<file path="config.mk">
export PLATFORM = sky130hd
export DESIGN_NAME = natural_version_compare
export DESIGN_NICKNAME = d
export VERILOG_FILES = /design/src/hw/rtl/nvc_pkg.sv /design/src/hw/rtl/nvc_front.sv /design/src/hw/rtl/nvc_queue.sv /design/src/hw/rtl/nvc_back.sv /design/src/hw/rtl/natural_version_compare.sv
export SDC_FILE = /design/constraint.sdc
export NUM_CORES = 1
export LEC_CHECK = 0
export BUFFER_PORTS_ARGS = -buffer_cell sky130_fd_sc_hd__clkbuf_2
export CORE_UTILIZATION = 40
export CTS_BUF_LIST = sky130_fd_sc_hd__clkbuf_16
export DETAILED_ROUTE_END_ITERATION = 10
export REMOVE_ABC_BUFFERS = 1
export SETUP_SLACK_MARGIN = 0.5
export SLEW_MARGIN = 20
export SYNTH_ARGS = -nofsm -noshare
export SYNTH_HDL_FRONTEND = slang
export SYNTH_SLANG_ARGS = --single-unit
</file>
<file path="constraint.sdc">
create_clock -name clk -period 10.1 [get_ports clk]
set_input_delay 1.01 -clock clk [delete_from_list [all_inputs] [get_ports clk]]
set_output_delay 1.01 -clock clk [all_outputs]
set_load 0.02 [all_outputs]
</file>
<file path="src/hw/rtl/nvc_pkg.sv">
package nvc_pkg;

    localparam int MAX_LEN     = 4096;
    localparam int CNT_W       = $clog2(MAX_LEN + 1);
    localparam int CH_W        = 8;
    localparam int MDIFF_W     = CH_W + 1;
    localparam int DIFF_W      = 14;
    localparam int CALC_W      = (CNT_W + 1 > DIFF_W) ? CNT_W + 1 : DIFF_W;
    localparam int QUEUE_DEPTH = 2;
    localparam int QPTR_W      = (QUEUE_DEPTH > 1) ? $clog2(QUEUE_DEPTH) : 1;
    localparam int QCNT_W      = $clog2(QUEUE_DEPTH + 1);

    localparam logic [CH_W-1:0] ZERO_CH = 8'h30;
    localparam logic [CH_W-1:0] NINE_CH = 8'h39;

    typedef enum logic [1:0] {
        ORD_EQUAL  = 2'd0,
        ORD_FIRST  = 2'd1,
        ORD_SECOND = 2'd2
    } ord_t;

    // Classified character pair as it travels from the front to the back.
    typedef struct packed {
        logic                      last;
        logic                      eq;
        logic                      a_nul;
        logic                      a_dig;
        logic                      b_dig;
        logic                      a_zero;
        logic                      b_zero;
        logic signed [MDIFF_W-1:0] diff;
    } item_t;

    function automatic logic [CNT_W-1:0] sat_inc(logic [CNT_W-1:0] x);
        return (x < CNT_W'(MAX_LEN)) ? x + CNT_W'(1) : x;
    endfunction

endpackage

</file>
<file path="src/hw/rtl/nvc_front.sv">
module nvc_front (
    input  logic [nvc_pkg::CH_W-1:0] char_a,
    input  logic [nvc_pkg::CH_W-1:0] char_b,
    input  logic                     last,
    input  logic                     in_valid,
    output logic                     in_stall,
    input  logic                     q_full,
    output logic                     q_push,
    output nvc_pkg::item_t           q_item
);

    logic a_dig;
    logic b_dig;

    assign a_dig = (char_a >= nvc_pkg::ZERO_CH) && (char_a <= nvc_pkg::NINE_CH);
    assign b_dig = (char_b >= nvc_pkg::ZERO_CH) && (char_b <= nvc_pkg::NINE_CH);

    assign in_stall = q_full;
    assign q_push   = in_valid && !q_full;

    always_comb
    begin
        q_item.last   = last;
        q_item.eq     = (char_a == char_b);
        q_item.a_nul  = (char_a == '0);
        q_item.a_dig  = a_dig;
        q_item.b_dig  = b_dig;
        q_item.a_zero = (char_a == nvc_pkg::ZERO_CH);
        q_item.b_zero = (char_b == nvc_pkg::ZERO_CH);
        q_item.diff   = $signed({1'b0, char_a}) - $signed({1'b0, char_b});
    end

endmodule

</file>
<file path="src/hw/rtl/nvc_queue.sv">
module nvc_queue (
    input  logic           clk,
    input  logic           rst_n,
    input  logic           push,
    input  nvc_pkg::item_t push_item,
    output logic           full,
    input  logic           pop,
    output logic           head_valid,
    output nvc_pkg::item_t head_item
);

    nvc_pkg::item_t                   slot_reg [nvc_pkg::QUEUE_DEPTH];
    logic [nvc_pkg::QPTR_W-1:0]       wr_ptr_reg;
    logic [nvc_pkg::QPTR_W-1:0]       wr_ptr_next;
    logic [nvc_pkg::QPTR_W-1:0]       rd_ptr_reg;
    logic [nvc_pkg::QPTR_W-1:0]       rd_ptr_next;
    logic [nvc_pkg::QCNT_W-1:0]       count_reg;
    logic [nvc_pkg::QCNT_W-1:0]       count_next;

    function automatic logic [nvc_pkg::QPTR_W-1:0] ptr_inc(logic [nvc_pkg::QPTR_W-1:0] p);
        return (p == nvc_pkg::QPTR_W'(nvc_pkg::QUEUE_DEPTH - 1)) ? '0
                                                                 : p + nvc_pkg::QPTR_W'(1);
    endfunction

    assign full       = (count_reg == nvc_pkg::QCNT_W'(nvc_pkg::QUEUE_DEPTH));
    assign head_valid = (count_reg != '0);
    assign head_item  = slot_reg[rd_ptr_reg];

    always_comb
    begin
        wr_ptr_next = push ? ptr_inc(wr_ptr_reg) : wr_ptr_reg;
        rd_ptr_next = pop ? ptr_inc(rd_ptr_reg) : rd_ptr_reg;
        count_next  = count_reg;
        if (push && !pop)
        begin
            count_next = count_reg + nvc_pkg::QCNT_W'(1);
        end
        else if (pop && !push)
        begin
            count_next = count_reg - nvc_pkg::QCNT_W'(1);
        end
    end

    always_ff @(posedge clk or negedge rst_n)
    begin
        if (!rst_n)
        begin
            wr_ptr_reg <= '0;
            rd_ptr_reg <= '0;
            count_reg  <= '0;
        end
        else
        begin
            wr_ptr_reg <= wr_ptr_next;
            rd_ptr_reg <= rd_ptr_next;
            count_reg  <= count_next;
        end
    end

    always_ff @(posedge clk)
    begin
        if (push)
        begin
            slot_reg[wr_ptr_reg] <= push_item;
        end
    end

endmodule

</file>
<file path="src/hw/rtl/nvc_back.sv">
module nvc_back (
    input  logic                               clk,
    input  logic                               rst_n,
    input  logic                               head_valid,
    input  nvc_pkg::item_t                     head_item,
    output logic                               pop,
    output logic                               out_valid,
    input  logic                               out_stall,
    output logic signed [nvc_pkg::DIFF_W-1:0]  difference,
    output logic [1:0]                         order
);

    localparam int CNT_W  = nvc_pkg::CNT_W;
    localparam int CALC_W = nvc_pkg::CALC_W;

    typedef enum logic [2:0] {
        PH_PREFIX = 3'b001,
        PH_SCAN   = 3'b010,
        PH_DONE   = 3'b100
    } phase_t;

    typedef struct packed {
        logic [CNT_W-1:0] zeros;
        logic [CNT_W-1:0] run;
        logic             zact;
        logic             ract;
    } side_t;

    phase_t                              phase_reg;
    phase_t                              phase_next;
    logic [CNT_W-1:0]                    common_run_reg;
    logic [CNT_W-1:0]                    common_run_next;
    logic [CNT_W-1:0]                    common_zero_reg;
    logic [CNT_W-1:0]                    common_zero_next;
    logic                                all_zero_reg;
    logic                                all_zero_next;
    side_t                               first_reg;
    side_t                               first_next;
    side_t                               second_reg;
    side_t                               second_next;
    logic signed [nvc_pkg::MDIFF_W-1:0]  mdiff_reg;
    logic signed [nvc_pkg::MDIFF_W-1:0]  mdiff_next;
    logic signed [CALC_W-1:0]            decided_reg;
    logic signed [CALC_W-1:0]            decided_next;
    logic                                out_valid_reg;
    logic                                out_valid_next;
    logic signed [nvc_pkg::DIFF_W-1:0]   difference_reg;
    logic signed [nvc_pkg::DIFF_W-1:0]   difference_next;
    nvc_pkg::ord_t                       order_reg;
    nvc_pkg::ord_t                       order_next;

    logic                                produce;
    logic                                do_scan;
    side_t                               first_base;
    side_t                               second_base;
    side_t                               first_scan;
    side_t                               second_scan;

    function automatic side_t scan_side(side_t s, logic dig, logic zero);
        side_t r;
        r = s;
        if (s.zact)
        begin
            if (zero)
            begin
                r.zeros = nvc_pkg::sat_inc(s.zeros);
            end
            else
            begin
                r.zact = 1'b0;
                if ((s.zeros != '0) && !dig)
                begin
                    r.zeros = s.zeros - CNT_W'(1);
                end
            end
        end
        if (s.ract)
        begin
            if (dig)
            begin
                r.run = nvc_pkg::sat_inc(s.run);
            end
            else
            begin
                r.ract = 1'b0;
            end
        end
        return r;
    endfunction

    // A zero scan still open at the end of the strings sees the end byte,
    // which drops the final lone zero from the count.
    function automatic logic [CNT_W-1:0] end_zeros(side_t s);
        return (s.zact && (s.zeros != '0)) ? s.zeros - CNT_W'(1) : s.zeros;
    endfunction

    function automatic logic signed [CALC_W-1:0] decide(
        logic [CNT_W-1:0]                   zf,
        logic [CNT_W-1:0]                   zs,
        logic [CNT_W-1:0]                   rf,
        logic [CNT_W-1:0]                   rs,
        logic signed [nvc_pkg::MDIFF_W-1:0] md
    );
        logic signed [CALC_W-1:0] v;
        if (zf != zs)
        begin
            v = $signed(CALC_W'(zs) - CALC_W'(zf));
        end
        else if (zf != '0)
        begin
            v = CALC_W'(md);
        end
        else if (rf != rs)
        begin
            v = $signed(CALC_W'(rf) - CALC_W'(rs));
        end
        else
        begin
            v = CALC_W'(md);
        end
        return v;
    endfunction

    assign pop = head_valid && (!head_item.last || !out_valid_reg || !out_stall);
    assign produce = pop && head_item.last;

    assign out_valid  = out_valid_reg;
    assign difference = difference_reg;
    assign order      = order_reg;

    always_comb
    begin
        phase_next       = phase_reg;
        common_run_next  = common_run_reg;
        common_zero_next = common_zero_reg;
        all_zero_next    = all_zero_reg;
        first_next       = first_reg;
        second_next      = second_reg;
        mdiff_next       = mdiff_reg;
        decided_next     = decided_reg;
        do_scan          = 1'b0;
        first_base       = first_reg;
        second_base      = second_reg;

        if (pop)
        begin
            unique case (phase_reg)
                PH_PREFIX:
                begin
                    if (head_item.eq)
                    begin
                        if (head_item.a_nul)
                        begin
                            decided_next = '0;
                            phase_next   = PH_DONE;
                        end
                        else if (head_item.a_dig)
                        begin
                            if (all_zero_reg && head_item.a_zero)
                            begin
                                common_zero_next = nvc_pkg::sat_inc(common_zero_reg);
                            end
                            if (!head_item.a_zero)
                            begin
                                all_zero_next = 1'b0;
                            end
                            common_run_next = nvc_pkg::sat_inc(common_run_reg);
                        end
                        else
                        begin
                            common_run_next  = '0;
                            common_zero_next = '0;
                            all_zero_next    = 1'b1;
                        end
                    end
                    else
                    begin
                        mdiff_next = head_item.diff;
                        if ((common_run_reg == '0) && !(head_item.a_dig && head_item.b_dig))
                        begin
                            decided_next = CALC_W'(head_item.diff);
                            phase_next   = PH_DONE;
                        end
                        else
                        begin
                            // First mismatch inside or at the start of a digit run: both sides start
                            // from the common run, then scan this beat.
                            first_base.run   = common_run_reg;
                            first_base.ract  = 1'b1;
                            first_base.zact  = all_zero_reg;
                            first_base.zeros = all_zero_reg ? common_run_reg : common_zero_reg;
                            second_base      = first_base;
                            do_scan          = 1'b1;
                        end
                    end
                end
                PH_SCAN:
                begin
                    do_scan = 1'b1;
                end
                PH_DONE:
                begin
                end
                default:
                begin
                    phase_next = PH_DONE;
                end
            endcase
        end

        first_scan  = scan_side(first_base, head_item.a_dig, head_item.a_zero);
        second_scan = scan_side(second_base, head_item.b_dig, head_item.b_zero);

        if (do_scan)
        begin
            first_next  = first_scan;
            second_next = second_scan;
            mdiff_next  = (phase_reg == PH_PREFIX) ? head_item.diff : mdiff_reg;
            phase_next  = PH_SCAN;
            if (head_item.last
                || !(first_scan.zact || first_scan.ract
                     || second_scan.zact || second_scan.ract))
            begin
                decided_next = decide(end_zeros(first_scan), end_zeros(second_scan),
                                      first_scan.run, second_scan.run, mdiff_next);
                phase_next   = PH_DONE;
            end
        end

        difference_next = difference_reg;
        order_next      = order_reg;
        if (produce)
        begin
            difference_next = decided_next[nvc_pkg::DIFF_W-1:0];
            if (decided_next == '0)
            begin
                order_next = nvc_pkg::ORD_EQUAL;
            end
            else if (decided_next < 0)
            begin
                order_next = nvc_pkg::ORD_FIRST;
            end
            else
            begin
                order_next = nvc_pkg::ORD_SECOND;
            end
            phase_next       = PH_PREFIX;
            common_run_next  = '0;
            common_zero_next = '0;
            all_zero_next    = 1'b1;
            first_next       = '0;
            second_next      = '0;
            mdiff_next       = '0;
            decided_next     = '0;
        end

        if (produce)
        begin
            out_valid_next = 1'b1;
        end
        else
        begin
            out_valid_next = out_valid_reg && out_stall;
        end
    end

    always_ff @(posedge clk or negedge rst_n)
    begin
        if (!rst_n)
        begin
            phase_reg       <= PH_PREFIX;
            common_run_reg  <= '0;
            common_zero_reg <= '0;
            all_zero_reg    <= 1'b1;
            first_reg       <= '0;
            second_reg      <= '0;
            mdiff_reg       <= '0;
            decided_reg     <= '0;
            out_valid_reg   <= 1'b0;
        end
        else
        begin
            phase_reg       <= phase_next;
            common_run_reg  <= common_run_next;
            common_zero_reg <= common_zero_next;
            all_zero_reg    <= all_zero_next;
            first_reg       <= first_next;
            second_reg      <= second_next;
            mdiff_reg       <= mdiff_next;
            decided_reg     <= decided_next;
            out_valid_reg   <= out_valid_next;
        end
    end

    always_ff @(posedge clk)
    begin
        difference_reg <= difference_next;
        order_reg      <= order_next;
    end

endmodule

</file>
<file path="src/hw/rtl/natural_version_compare.sv">
// A beat marked last waits in the queue; the back end pops it and registers its result.
// Throughput: one character pair per cycle while in_stall is low, set by the back end's
// state update; a two-entry queue lets the front keep taking beats while a result waits.
// Reset (rst_n, asynchronous, active low) empties the queue, clears the comparison state
// and drops out_valid; the block is ready for a new pair of strings right after it.
module natural_version_compare (
    input  logic                              clk,
    input  logic                              rst_n,
    input  logic                              in_valid,
    output logic                              in_stall,
    input  logic [nvc_pkg::CH_W-1:0]          char_a,
    input  logic [nvc_pkg::CH_W-1:0]          char_b,
    input  logic                              last,
    output logic                              out_valid,
    input  logic                              out_stall,
    output logic signed [nvc_pkg::DIFF_W-1:0] difference,
    output logic [1:0]                        order
);

    logic           q_full;
    logic           q_push;
    nvc_pkg::item_t q_item;
    logic           q_pop;
    logic           head_valid;
    nvc_pkg::item_t head_item;

    nvc_front u_front (
        .char_a   (char_a),
        .char_b   (char_b),
        .last     (last),
        .in_valid (in_valid),
        .in_stall (in_stall),
        .q_full   (q_full),
        .q_push   (q_push),
        .q_item   (q_item)
    );

    nvc_queue u_queue (
        .clk        (clk),
        .rst_n      (rst_n),
        .push       (q_push),
        .push_item  (q_item),
        .full       (q_full),
        .pop        (q_pop),
        .head_valid (head_valid),
        .head_item  (head_item)
    );

    nvc_back u_back (
        .clk        (clk),
        .rst_n      (rst_n),
        .head_valid (head_valid),
        .head_item  (head_item),
        .pop        (q_pop),
        .out_valid  (out_valid),
        .out_stall  (out_stall),
        .difference (difference),
        .order      (order)
    );

endmodule

</file>
==> results.ini <==
[synth]
syn_inst = 1449
ys_seq_area_frac = 0.347
synthTopCellsByCount = 179 x nand2_1, 132 x o21ai_0, 113 x nor2_1
async_flop_share = 0.704
ys_types = 94
avgSynthCellArea_um2 = 8.56
synth_top_cell_area_share = 0.226
ys_warn_count = 0
synth-edff-count = 48
ys.flop_type = dfrtp_1
ys_ff_latch = 162
yosys.area.top_type = dfrtp_1
yosysMostFrequentCell = nand2_1
synth.cell_area_um2 = 12400
ys_top_cells_by_area = dfrtp_1 23%, edfxtp_1 12%, nand2_1 5.4%

[placement]
port_buffers = 38
finalWeightedCongestion = 0.980
placed_cells = 1838
pre_cts_ws_ns = 1.05
dp_hpwl_mm = 30.5
placed_area_um2 = 13000

[sta]
post-route-min-period_ns = 8.93
fmax_mhz = 112
grt_setup_unrepaired = no
tns_ns = 0
finalMaxSlewViolations = 0
whs_ns = 0.484
relSlewSlack = 0.283
min_period_over_period = 0.884
tightest_slew_ns = 1.06
clock_skew_ns = 0.0208
setup_ws_ns = 1.17
setup_viol = 0
final_hold_viol_count = 0

[grt]
grt_pass1_vias = 11000
track_usage = 0.262
grt_max_degree = 67
grt_overflow = 0
antenna_found_initial = 2
grt_pass1_wl_mm = 63.0

[clock_tree]
cts_tree = yes
h-tree-depth = 4
cts_sinks = 162
path_clk_slew_ns = 0.09
cts.path.max_buffers = 2
cts_root_buf = clkbuf_16
cts_inserted_buffers = 17
clock_latency_ns = 0.46
hold_buffers = 0

[layout]
stdcell_area_um2 = 13700
fin_nets = 1535
fill_cells = 3002
diodes = 0
fin_cells = 1872
largest_reg_flops = 32
post_route_cells_drive_above_1_share = 0.105
area_delta_synth_final_pct = 10.1

[setup_path]
r2r_setup_slack_ns = 1.17
cp-end-kind = register
critical_path.max_stage_delay_ns = 0.53
worstPathMaxFanout = 12
required_ns = 10.28
path_class = reg -> reg
crit_arrival_ns = 9.11
crit_slowest_cell = dfrtp_2
startpoint_type = register

[floorplan]
die_h_um = 178
fp.dieW_um = 178
row_count = 64
initial_core_util = 0.406
num_io_pins = 39
fp.coreArea_um2 = 30500
die-area_um2 = 31700

[min_path]
hold_path.class = reg -> reg

[power_and_ir_drop]
p_sw_mw = 2.24
power.leakage_nw = 5.67
swShare = 0.515
p_comb_frac = 0.620
seqPwrFrac = 0.217
ir_drop_mv = 0.159
p_clk_frac = 0.163
p_int_mw = 2.11
power-per-cell-area_nw_per_um2 = 319

[route]
wl_per_cell_um = 21.8
drc_errors = 0
via_count = 11500
ant_nets = 0
drtPass1Iterations = 7
drt_iter0_drc = 1199
vias_per_cell = 6.17
wirelength_mm = 40.8

[job]
maxCapViolCount = 0

[run_status]
status = complete, no violations

## stage by stage
step / util / total power [mW]
global placement: 0.426 / 3.56
global route: 0.448 / 4.63
floorplan: - / 2.74
CTS: 0.447 / 4.29
detailed placement: 0.426 / 3.57
finish: 0.448 / 4.35
## worst max-delay path: cells and delay by family, from the launching register on
family,cells,cell delay [ns]
muxes,1,0.43
adders and majority gates,3,0.70
AOI/OAI and AO/OA,20,4.36
DFF,1,0.53
and+or+nand+nor,8,2.01
buffers and inverters,3,0.59
## placed cells by master, fill, tap and decap left out, types with 26 or more instances in the layout
| master | instances |
|---|---|
| a21oi_1 | 75 |
| and2_1 | 26 |
| buf_4 | 27 |
| clkbuf_2 | 37 |
| dfrtp_1 | 111 |
| edfxtp_1 | 48 |
| ha_1 | 48 |
| inv_1 | 51 |
| mux2i_1 | 40 |
| nand2_1 | 178 |
| nand3_1 | 43 |
| nand4_1 | 35 |
| nor2_1 | 110 |
| nor3_1 | 29 |
| o21ai_0 | 132 |
| xnor2_1 | 53 |
| xor2_1 | 45 |
## cell type report
type | count | area (um^2) | share of cell area
Clock buffer | 17 | 425 | 0.0312
Clock inverter | 15 | 216 | 0.0159
Inverter | 52 | 195 | 0.0143
Multi-Input combinational cell | 1165 | 7620 | 0.558
Sequential cell | 162 | 4300 | 0.315
Tap cell | 396 | 495 | 0.0363
Timing Repair Buffer | 65 | 399 | 0.0292
## worst paths after layout
check	endpoint	cells past startpoint	startpoint
worst max-delay path	u_back.order[1]	35	u_queue.rd_ptr_reg
max in group asynchronous	u_queue.rd_ptr_reg	2	rst_n
min in group asynchronous	u_back.first_reg[17]	1	rst_n
worst min-delay path	u_back.mdiff_reg[0]	2	u_back.mdiff_reg[0]
worst max register to register	u_back.order[1]	35	u_queue.rd_ptr_reg
worst min register to register	u_back.mdiff_reg[0]	2	u_back.mdiff_reg[0]
## metal layers
| layer | track usage | part of all wire | up-vias |
|---|---|---|---|
| met3 | 0.0537 | 0.081 | 94 |
| met4 | 0.108 | 0.034 | 2 |
| met5 | 0 | 0.00022 | - |
| met2 | 0.407 | 0.44 | 507 |
| met1 | 0.354 | 0.44 | 5558 |
| li1 | - | - | 5382 |
## logic make-up after synthesis
logic type	count (synthesis)	synth area share
AO/OA/AOI/OAI	416	0.224
XOR/XNOR	98	0.0692
adder cells (fa/ha/maj)	51	0.0533
buffers and inverters	122	0.0414
flip-flops	162	0.347
multiplexers	57	0.0477
AND/OR/NAND/NOR	543	0.218
## power by group through the flow
stage | Combinational [mW] | Clock (mW) | Sequential (mW)
global placement | 2.61 | 0 | 0.953
CTS | 2.63 | 0.718 | 0.944
detailed placement | 2.61 | 0 | 0.957
finish | 2.70 | 0.708 | 0.946
floorplan | 1.76 | 0 | 0.974
global route | 2.92 | 0.742 | 0.962
## repair_timing
item | in CTS | in global routing
endpoints found under the hold margin | 0 | 0
endpoints found under the setup margin | 0 | 1
resized for setup | 0 | 4
setup buffers | 0 | 2
(Power assumes the default switching activity.)
